`config.mk`:
```
export PLATFORM = sky130hd
export DESIGN_NAME = spi_master_peripheral_core
export DESIGN_NICKNAME = d
export VERILOG_FILES = /design/src/hw/rtl/spim_pkg.sv /design/src/hw/rtl/spi_master_peripheral_core.sv
export SDC_FILE = /design/constraint.sdc
export NUM_CORES = 1
export LEC_CHECK = 0
export ABC_AREA = 1
export BUFFER_PORTS_ARGS = -buffer_cell sky130_fd_sc_hd__buf_4
export CELL_PAD_IN_SITES_DETAIL_PLACEMENT = 0
export CELL_PAD_IN_SITES_GLOBAL_PLACEMENT = 1
export CORE_ASPECT_RATIO = 2
export CORE_MARGIN = 4
export CORE_UTILIZATION = 35
export DETAILED_ROUTE_END_ITERATION = 8
export PLACE_DENSITY = 0.74
export REMOVE_ABC_BUFFERS = 1
export SLEW_MARGIN = 25
export SYNTH_ARGS = -nofsm -noshare
export SYNTH_HDL_FRONTEND = slang
export SYNTH_SLANG_ARGS = --single-unit
```
`constraint.sdc`:
```
create_clock -name clock -period 2.6 [get_ports clock]
set_input_delay 0 -clock clock [delete_from_list [all_inputs] [get_ports clock]]
set_output_delay 0 -clock clock [all_outputs]
set_load 0.01 [all_outputs]
```
`src/hw/rtl/spim_pkg.sv`:
```
// shared types, constants and helper functions for the spi master core
package spim_pkg;

   // word length of one serial transfer
   localparam int unsigned DATA_WIDTH = 8;
   // edges in one transfer and the width of the edge counter
   localparam int unsigned EDGE_TOTAL = 2 * DATA_WIDTH;
   localparam int unsigned EDGE_W     = $clog2(EDGE_TOTAL + 1);
   // prescaler width, enough for the longest half period
   localparam int unsigned PRESCALE_W = 7;

   // request operation codes
   localparam logic [1:0] OP_TICK        = 2'd0;
   localparam logic [1:0] OP_WRITE_DATA  = 2'd1;
   localparam logic [1:0] OP_READ_DATA   = 2'd2;
   localparam logic [1:0] OP_READ_STATUS = 2'd3;

   // configuration register indexes
   localparam int unsigned CSR_INDEX_W = 3;
   localparam logic [CSR_INDEX_W-1:0] CSR_ENABLE           = 3'd0;
   localparam logic [CSR_INDEX_W-1:0] CSR_INTERRUPT_ENABLE = 3'd1;
   localparam logic [CSR_INDEX_W-1:0] CSR_LSB_FIRST        = 3'd2;
   localparam logic [CSR_INDEX_W-1:0] CSR_CLOCK_POLARITY   = 3'd3;
   localparam logic [CSR_INDEX_W-1:0] CSR_CLOCK_PHASE      = 3'd4;
   localparam logic [CSR_INDEX_W-1:0] CSR_RATE_SELECT      = 3'd5;
   localparam logic [CSR_INDEX_W-1:0] CSR_DOUBLE_SPEED     = 3'd6;

   // status byte bit positions
   localparam int unsigned STATUS_DONE_BIT      = 7;
   localparam int unsigned STATUS_COLLISION_BIT = 6;
   localparam int unsigned STATUS_SPEED_BIT     = 0;

   // one result beat
   typedef struct packed {
      logic [7:0] read_data;
      logic       done_flag;
      logic       collision_flag;
      logic       sck;
      logic       mosi;
      logic       irq;
      logic       busy_res;
   } rsp_type;

   // log2 of the half period in tick requests, 0 to 6
   function automatic logic [2:0] half_period_log2(input logic [1:0] rate_select,
                                                   input logic       double_speed);
      logic [2:0] base;
      begin
         base = (rate_select == 2'd3) ? 3'd6 : {rate_select, 1'b1};
         return base - {2'b00, double_speed};
      end
   endfunction

endpackage

```
`src/hw/rtl/spi_master_peripheral_core.sv`:
```
// eight-bit spi master, modes 0 to 3, with a valid/stall bus front end
//
// usage: every request beat on the req_ channel is one bus operation: a clock
// tick that advances the prescaler and the serial clock, a data write that
// starts a transfer, a data read or a status read. each accepted request gives
// exactly one response beat on the rsp_ channel carrying the read byte, the
// flags and the pin levels after that operation.
// the response is registered; while req_stall is low, one request is taken
// every cycle. the response side has an output register and a skid
// register, so a new request is still taken while a response waits; req_stall
// rises only once both are full and falls as soon as the skid empties.
// the configuration port writes one register per cycle with csr_write_en; it
// has no read-back. writing enable to zero aborts a running transfer.
// reset (synchronous, active high) clears all configuration, the shift and
// receive registers and the flags, and empties both response stages; no
// response is pending after reset and req_stall is low.
module spi_master_peripheral_core (
   input  logic                              clock,
   input  logic                              reset,
   // request channel
   input  logic                              req_valid,
   output logic                              req_stall,
   input  logic [1:0]                        req_op,
   input  logic [7:0]                        req_write_data,
   input  logic                              req_miso,
   // response channel
   output logic                              rsp_valid,
   input  logic                              rsp_stall,
   output logic [7:0]                        rsp_read_data,
   output logic                              rsp_done_flag,
   output logic                              rsp_collision_flag,
   output logic                              rsp_sck,
   output logic                              rsp_mosi,
   output logic                              rsp_irq,
   output logic                              rsp_busy_res,
   // configuration port
   input  logic                              csr_write_en,
   input  logic [spim_pkg::CSR_INDEX_W-1:0]  csr_index,
   input  logic [1:0]                        csr_write_data
);
   import spim_pkg::*;

   // configuration registers
   logic       enable_ff, interrupt_enable_ff, lsb_first_ff, clock_polarity_ff;
   logic       clock_phase_ff, double_speed_ff;
   logic [1:0] rate_select_ff;

   // transfer state
   logic [DATA_WIDTH-1:0] shift_ff, shift_in;
   logic [DATA_WIDTH-1:0] receive_ff, receive_in;
   logic [EDGE_W-1:0]     edge_ff, edge_in;
   logic [PRESCALE_W-1:0] prescale_ff, prescale_in;
   logic sck_level_ff, sck_level_in, mosi_level_ff, mosi_level_in;
   logic active_ff, active_in, done_ff, done_in, collision_ff, collision_in;
   logic status_seen_ff, status_seen_in;

   // response registers
   logic    out_valid_ff, skid_valid_ff;
   rsp_type out_ff, skid_ff, result;

   logic                  req_accept;
   logic                  abort_xfer;
   logic [PRESCALE_W-1:0] half_period;
   logic [PRESCALE_W:0]   prescale_next;
   logic [EDGE_W-1:0]     edge_next;
   logic                  leading, last_edge, out_bit;
   logic [7:0]            rd;

   assign req_stall  = skid_valid_ff;
   assign req_accept = req_valid && !req_stall;
   assign abort_xfer = csr_write_en && (csr_index == CSR_ENABLE) && !csr_write_data[0];

   assign half_period   = PRESCALE_W'(1) << half_period_log2(rate_select_ff, double_speed_ff);
   assign prescale_next = {1'b0, prescale_ff} + (PRESCALE_W+1)'(1);
   assign edge_next     = edge_ff + EDGE_W'(1);
   assign leading       = edge_next[0];
   assign last_edge     = edge_next >= EDGE_W'(EDGE_TOTAL);
   assign out_bit       = lsb_first_ff ? shift_ff[0] : shift_ff[DATA_WIDTH-1];

   // next state and result for one request beat
   always_comb begin
      shift_in       = shift_ff;
      receive_in     = receive_ff;
      edge_in        = edge_ff;
      prescale_in    = prescale_ff;
      sck_level_in   = sck_level_ff;
      mosi_level_in  = mosi_level_ff;
      active_in      = active_ff;
      done_in        = done_ff;
      collision_in   = collision_ff;
      status_seen_in = status_seen_ff;
      rd             = 8'd0;
      case (req_op)
         OP_TICK: begin
            if (active_ff) begin
               if (prescale_next < {1'b0, half_period}) begin
                  prescale_in = prescale_next[PRESCALE_W-1:0];
               end else begin
                  prescale_in  = '0;
                  edge_in      = edge_next;
                  sck_level_in = !sck_level_ff;
                  // sample on one edge kind, drive mosi on the other
                  if (leading == !clock_phase_ff) begin
                     if (lsb_first_ff) begin
                        shift_in = {req_miso, shift_ff[DATA_WIDTH-1:1]};
                     end else begin
                        shift_in = {shift_ff[DATA_WIDTH-2:0], req_miso};
                     end
                  end else if (!last_edge) begin
                     mosi_level_in = out_bit;
                  end
                  if (last_edge) begin
                     active_in  = 1'b0;
                     edge_in    = '0;
                     receive_in = shift_in;
                     done_in    = 1'b1;
                  end
               end
            end
         end
         OP_WRITE_DATA: begin
            if (enable_ff) begin
               if (active_ff) begin
                  collision_in = 1'b1;
               end else begin
                  shift_in     = req_write_data;
                  active_in    = 1'b1;
                  edge_in      = '0;
                  prescale_in  = '0;
                  sck_level_in = clock_polarity_ff;
                  if (!clock_phase_ff) begin
                     mosi_level_in = lsb_first_ff ? req_write_data[0]
                                                  : req_write_data[DATA_WIDTH-1];
                  end
               end
            end
         end
         OP_READ_DATA: begin
            rd = receive_ff;
            if (status_seen_ff) begin
               done_in        = 1'b0;
               collision_in   = 1'b0;
               status_seen_in = 1'b0;
            end
         end
         default: begin
            rd                       = 8'd0;
            rd[STATUS_DONE_BIT]      = done_ff;
            rd[STATUS_COLLISION_BIT] = collision_ff;
            rd[STATUS_SPEED_BIT]     = double_speed_ff;
            if (done_ff || collision_ff) begin
               status_seen_in = 1'b1;
            end
         end
      endcase
      result.read_data      = rd;
      result.done_flag      = done_in;
      result.collision_flag = collision_in;
      result.sck            = active_in ? sck_level_in : clock_polarity_ff;
      result.mosi           = mosi_level_in;
      result.irq            = done_in && interrupt_enable_ff;
      result.busy_res       = active_in;
   end

   // transfer state and configuration registers
   always_ff @(posedge clock) begin
      if (reset) begin
         enable_ff           <= 1'b0;
         interrupt_enable_ff <= 1'b0;
         lsb_first_ff        <= 1'b0;
         clock_polarity_ff   <= 1'b0;
         clock_phase_ff      <= 1'b0;
         rate_select_ff      <= 2'd0;
         double_speed_ff     <= 1'b0;
         shift_ff            <= '0;
         receive_ff          <= '0;
         edge_ff             <= '0;
         prescale_ff         <= '0;
         sck_level_ff        <= 1'b0;
         mosi_level_ff       <= 1'b0;
         active_ff           <= 1'b0;
         done_ff             <= 1'b0;
         collision_ff        <= 1'b0;
         status_seen_ff      <= 1'b0;
      end else begin
         if (req_accept) begin
            shift_ff       <= shift_in;
            receive_ff     <= receive_in;
            sck_level_ff   <= sck_level_in;
            mosi_level_ff  <= mosi_level_in;
            done_ff        <= done_in;
            collision_ff   <= collision_in;
            status_seen_ff <= status_seen_in;
         end
         // disable aborts a running transfer
         if (abort_xfer) begin
            active_ff   <= 1'b0;
            edge_ff     <= '0;
            prescale_ff <= '0;
         end else if (req_accept) begin
            active_ff   <= active_in;
            edge_ff     <= edge_in;
            prescale_ff <= prescale_in;
         end
         // register writes
         if (csr_write_en) begin
            case (csr_index)
               CSR_ENABLE:           enable_ff           <= csr_write_data[0];
               CSR_INTERRUPT_ENABLE: interrupt_enable_ff <= csr_write_data[0];
               CSR_LSB_FIRST:        lsb_first_ff        <= csr_write_data[0];
               CSR_CLOCK_POLARITY:   clock_polarity_ff   <= csr_write_data[0];
               CSR_CLOCK_PHASE:      clock_phase_ff      <= csr_write_data[0];
               CSR_RATE_SELECT:      rate_select_ff      <= csr_write_data;
               CSR_DOUBLE_SPEED:     double_speed_ff     <= csr_write_data[0];
               default: begin
               end
            endcase
         end
      end
   end

   // output register with skid stage
   always_ff @(posedge clock) begin
      if (reset) begin
         out_valid_ff  <= 1'b0;
         skid_valid_ff <= 1'b0;
      end else if (out_valid_ff && rsp_stall) begin
         if (req_accept) begin
            skid_valid_ff <= 1'b1;
         end
      end else if (skid_valid_ff) begin
         out_valid_ff  <= 1'b1;
         skid_valid_ff <= 1'b0;
      end else begin
         out_valid_ff <= req_accept;
      end
   end

   // response beat payload
   always_ff @(posedge clock) begin
      if (out_valid_ff && rsp_stall) begin
         if (req_accept) begin
            skid_ff <= result;
         end
      end else if (skid_valid_ff) begin
         out_ff <= skid_ff;
      end else if (req_accept) begin
         out_ff <= result;
      end
   end

   assign rsp_valid          = out_valid_ff;
   assign rsp_read_data      = out_ff.read_data;
   assign rsp_done_flag      = out_ff.done_flag;
   assign rsp_collision_flag = out_ff.collision_flag;
   assign rsp_sck            = out_ff.sck;
   assign rsp_mosi           = out_ff.mosi;
   assign rsp_irq            = out_ff.irq;
   assign rsp_busy_res       = out_ff.busy_res;

endmodule
```
* Yosys cells after proc, flatten, opt, wreduce, memory -nomap -nowiden *
Index checks and enable logic that the tools add are counted.

storage, ports and cells
  register bits = 72
  output and inout port bits = 16

operators by class
  add/sub/neg operators = 3
  magnitude comparators = 2
  equal/unequal tests = 14
  shift operators = 1
  muxes and demuxes = 55
  bitwise logic cells = 3
  reduce and logical (&&, ||, !) cells = 31

operator list
  kind                 count
  $mux 8               6
  $pmux 8 s2           2
  $mux 14              2
  $mux 7               4
  $mux 1               27
  $mux 5               5
  $reduce_and 2->1     9
  $pmux 7 s2           1
  $pmux 1 s2           6
  $pmux 5 s2           1
  $reduce_and 5->1     2
  $eq 3x3->1 const B   3
  $add 7x1->8 const B  1
  $lt 8x7->1           1
  $ne 2x2->1 const B   4
  $shl 1x3->7 const A  1
  $eq 3x2->1 const B   2
  $reduce_and 6->1     1
  $reduce_bool 2->1    3
  $reduce_or 2->1      3
  $add 5x1->5 const B  1
  $ge 5x5->1 const B   1
  $logic_and 1x1->1    5
  $eq 2x2->1 const B   2
  other kinds (11)     16

* Depth between registers and ports, before layout *
  depth in word-level cells = 11
  gate-level depth with buffers = 21

* Worst setup path before layout *
Ideal clock, no wire load.

  path type = register to register
  start = register prescale_ff[2]
  end = register skid_ff[3] (netlist name) (data pin)
  setup time = 0.255 ns
  arrival = 2.163 ns
  path slack = 0.183 ns
  stages on the path, launching flop included = 17
  buffers on the path = 0
  cells stage by stage = dfxtp_1 > nand2_1 > nor2_2 > nand2_2 > nor2_1 > xnor2_1 > inv_1 > ha_1 > a21oi_1 > nor2_1 > a211oi_2 > nand2_4 > nand2_1 > nand2_1 > nand2_1 > nand3_1 > and2_1

RTL lines
  item                    line                               text
  from (decl)             spi_master_peripheral_core.sv:52   logic [PRESCALE_W-1:0] prescale_ff, prescale_in;
  from (signal assigned)  spi_master_peripheral_core.sv:203  prescale_ff <= prescale_in;
  to (signal assigned)    spi_master_peripheral_core.sv:243  skid_ff <= result;
  to (decl)               spi_master_peripheral_core.sv:59   rsp_type out_ff, skid_ff, result;

==> metrics.md <==
| Metric | Value |
|---|---|
| Clock sink count | between 70 and 80 |
| Post-synth ARST share | 0% |
| Rows | 53 |
| First-pass GRT wire length | 14.1 mm |
| Overall power | 2750 µW |
| Placed Area | 4250 µm² |
| Syn. warnings | 0 |
| Clock Latency Late Sink | 0.33 ns |
| Most frequent CP cell | nand2_2 |
| Cells after DPL | 641 |
| # fillers | about 1100 |
| Number of H-tree levels | 3 |
| Layout Nets | 575 |
| I/O pins | 37 |
| Power Dens Cells | 553 nW/µm² |
| Smallest setup slack after layout | 0.0698 ns |
| Instance count of the mapped netlist | 476 |
| Root buf cell | clkbuf_16 |
| Wire length per cell | 13.3 µm |
| Fmax achieved | between 300 and 400 MHz |
| Worst path arrival time | 2.62 ns |
| Startpoint Class | flip-flop |
| Initial antenna violation count | 0 |
| Die height | 156 µm |
| Critical Path End Type | flip-flop |
| CP max stage cell | dfxtp_4 |
| ANT cells | 0 |
| Synth cell types | 41 |
| Cell Count, Final, Fillers Out | between 600 and 700 |
| Most instantiated cells after synthesis | nand2_1, inv_1, dfxtp_1 |
| Hold Vio Cnt, Final | 0 |
| Core Footprint | 10600 µm² |
| Pin count of the biggest net entering global routing | 26 |
| Critical Path Fanout Max | 8 |
| RSZ-0062 raised after global routing | true |
| Antenna viol nets, final | 0 |
| Post-layout min period | 2.53 ns |
| Clk slew on worst S/H paths | 0.06 ns |
| Syn Std Cell Area | 3810 µm² |
| Total GRT Usage | between 10 and 15% |
| Global placement routability congestion | 0.813 |
| TritonCTS Buffers | 9 |
| Storage cell area | 1730 µm² |
| Worst-Margin Slew | 0.442 ns |
| Fin. max-slew vios | 0 |
| Clk buf depth | 2 |
| Setup-failing EPs final | 0 |
| Die width | 81.8 µm |
| Dominant synthesized flop cell | dfxtp_1 |
| Area contributors post-synth | dfxtp_1, edfxtp_1, nand2_1 |
| Initial Utilization | 35.9% |
| Via count | approximately 3300 |
| CTS tree | built |
| Setup WS pre-CTS | -0.00522 ns |
| Share of cells above drive strength 1 | 26.4% |
| Post-synth top area share | a little under a quarter |
| Delay-heaviest family, CP | simple AND/OR/NAND/NOR gates |
| Final Cycle Share | 97.3% |
| Number of synthesized flops with an enable pin | 28 |
| Post-route setup TNS | 0 ns |
| Finished Cell Area | between 4000 and 5000 µm² |
| Vias per cell | 4.80 |
| Max-slew headroom | 70.5% |
| Hpwl dp | ~6.5 mm |
| Status | completed |
| Avg Inst Size Synth | 8.00 µm² |
| Buffers on Ports | 36 |
| VDD IR-drop max | 0.365 mV |
| Cell with the most instances after synthesis | nand2_1 |
| DRC errors left | 0 |
| Register area share after synthesis | ~45% |
| WP data required | 2.69 ns |
| Class of the worst hold path | in -> reg |
| Drt pass-1 iters | 4 |
| DR iter-0 viols | 131 |
| Leakage | slightly above 0.002 µW |
| Worst path bufs/invs | 1 |
| Die area | 12700 µm² |
| Sequence of cells on the critical path | nand2_4 -> nor2_4 -> nand2_2 -> nor2_2 -> xnor2_1 -> inv_1 -> ha_4 -> a21oi_2 -> nor2_1 -> a211oi_2 -> nand2_4 -> nand2_2 -> nand2_2 -> nand2_2 -> nand3_2 -> and2_1 |
| Seq cells post-synth | 72 |
| Max-Cap Viols | 0 |
| Crit path kind | reg -> reg |
| Area occupied by multi-input gates | 1940 µm² |
| GR Overflow Total | 0 |
| Vias in the first global route | between 3000 and 4000 |
| Area leader, netlist | dfxtp_1 |
| Routed WL | between 9 and 10 mm |
| Slowest cell delay on critical path | around 0.37 ns |
| Layout Area Growth over Synthesis | 30.7% |
| Clk_skew | 0.00468 ns |
cell usage in the layout (no fill, tap or decap), drive strengths merged, types with 3 or more instances in the layout:
| cell | instances |
|---|---|
| dfxtp | 44 |
| clkbuf | 10 |
| nand2 | 111 |
| nand3 | 28 |
| xor2 | 4 |
| a31oi | 4 |
| clkinv | 3 |
| nand4 | 4 |
| ha | 13 |
| a211oi | 7 |
| or2 | 8 |
| inv | 68 |
| buf | 60 |
| o211ai | 10 |
| nor3 | 4 |
| edfxtp | 28 |
| xnor2 | 3 |
| a21oi | 42 |
| o21ai | 41 |
| dlygate4sd3 | 10 |
| nor2 | 34 |
per-layer routing:
layer  vias up  track usage (%)  wire, µm
met1      1521             14.2      3250
met3        10             2.67       269
met2        39             28.1      5370
li1       1710                -         -
met5         -                0         0
met4         0             5.71       165
state kept, by name (all words and copies together) (netlist names), 2 cells and up:
register,flops
rate_select_ff,2
receive_ff,8
rsp_read_data,8
skid_ff,14
edge_ff,5
prescale_ff,7
shift_ff,8
final cells by class:
| cell class | count | area share [%] |
|---|---|---|
| well taps | 137 | 3.44 |
| repair buffers | 71 | 12.1 |
| multi-input cells | 321 | 38.9 |
| flip-flops and latches | 72 | 34.8 |
| clock buffers | 9 | 4.52 |
| inverters | 66 | 5.13 |
| clock inverters | 7 | 1.11 |
power breakdown:
| group | internal, µW | switching [µW] |
|---|---|---|
| logic | 157 | 209 |
| registers | 1220 | 25.9 |
| clock network | 653 | 494 |
| total | 2030 | 728 |
repair_timing:
item / in CTS / in global routing
hold buffers: 10 / 0
pin swaps: 0 / 17
setup buffers: 1 / 13
cloned: 0 / 2
setup endpoints to repair: 2 / 30
hold endpoints to repair: 9 / 0
gates resized for setup: 1 / 58
logic make-up (layout without fill, tap and decap cells):
kind of cell	count (synthesis)	count (layout)	share of synthesized area (%)
adders and majority gates	13	13	4.27
xor gates and xnor gates	7	7	1.81
DFF	72	72	45.2
and+or+nand+nor	190	191	22.0
AOI/OAI and AO/OA	110	110	17.8
buffers and inverters	84	153	8.94
worst paths after layout:
| kind | start | end | slack, ns | cells after the start |
|---|---|---|---|---|
| setup reg to reg | prescale_ff[1] | skid_ff[3] | 0.07 | 16 |
| hold / removal | reset | receive_ff[3] | 0.06 | 2 |
| hold reg to reg | receive_ff[1] | receive_ff[1] | 0.47 | 2 |
| setup / recovery | prescale_ff[1] | skid_ff[3] | 0.07 | 16 |
metrics by stage:
stage	utilization [%]	hold slack, ns
2_1_floorplan	-	0.0624
3_3_place_gp	40.0	0.288
3_5_place_dp	40.0	0.313
4_1_cts	43.7	0.0433
5_1_grt	46.9	0.0761
6_report	46.9	0.0562
(Power assumes the default switching activity.)
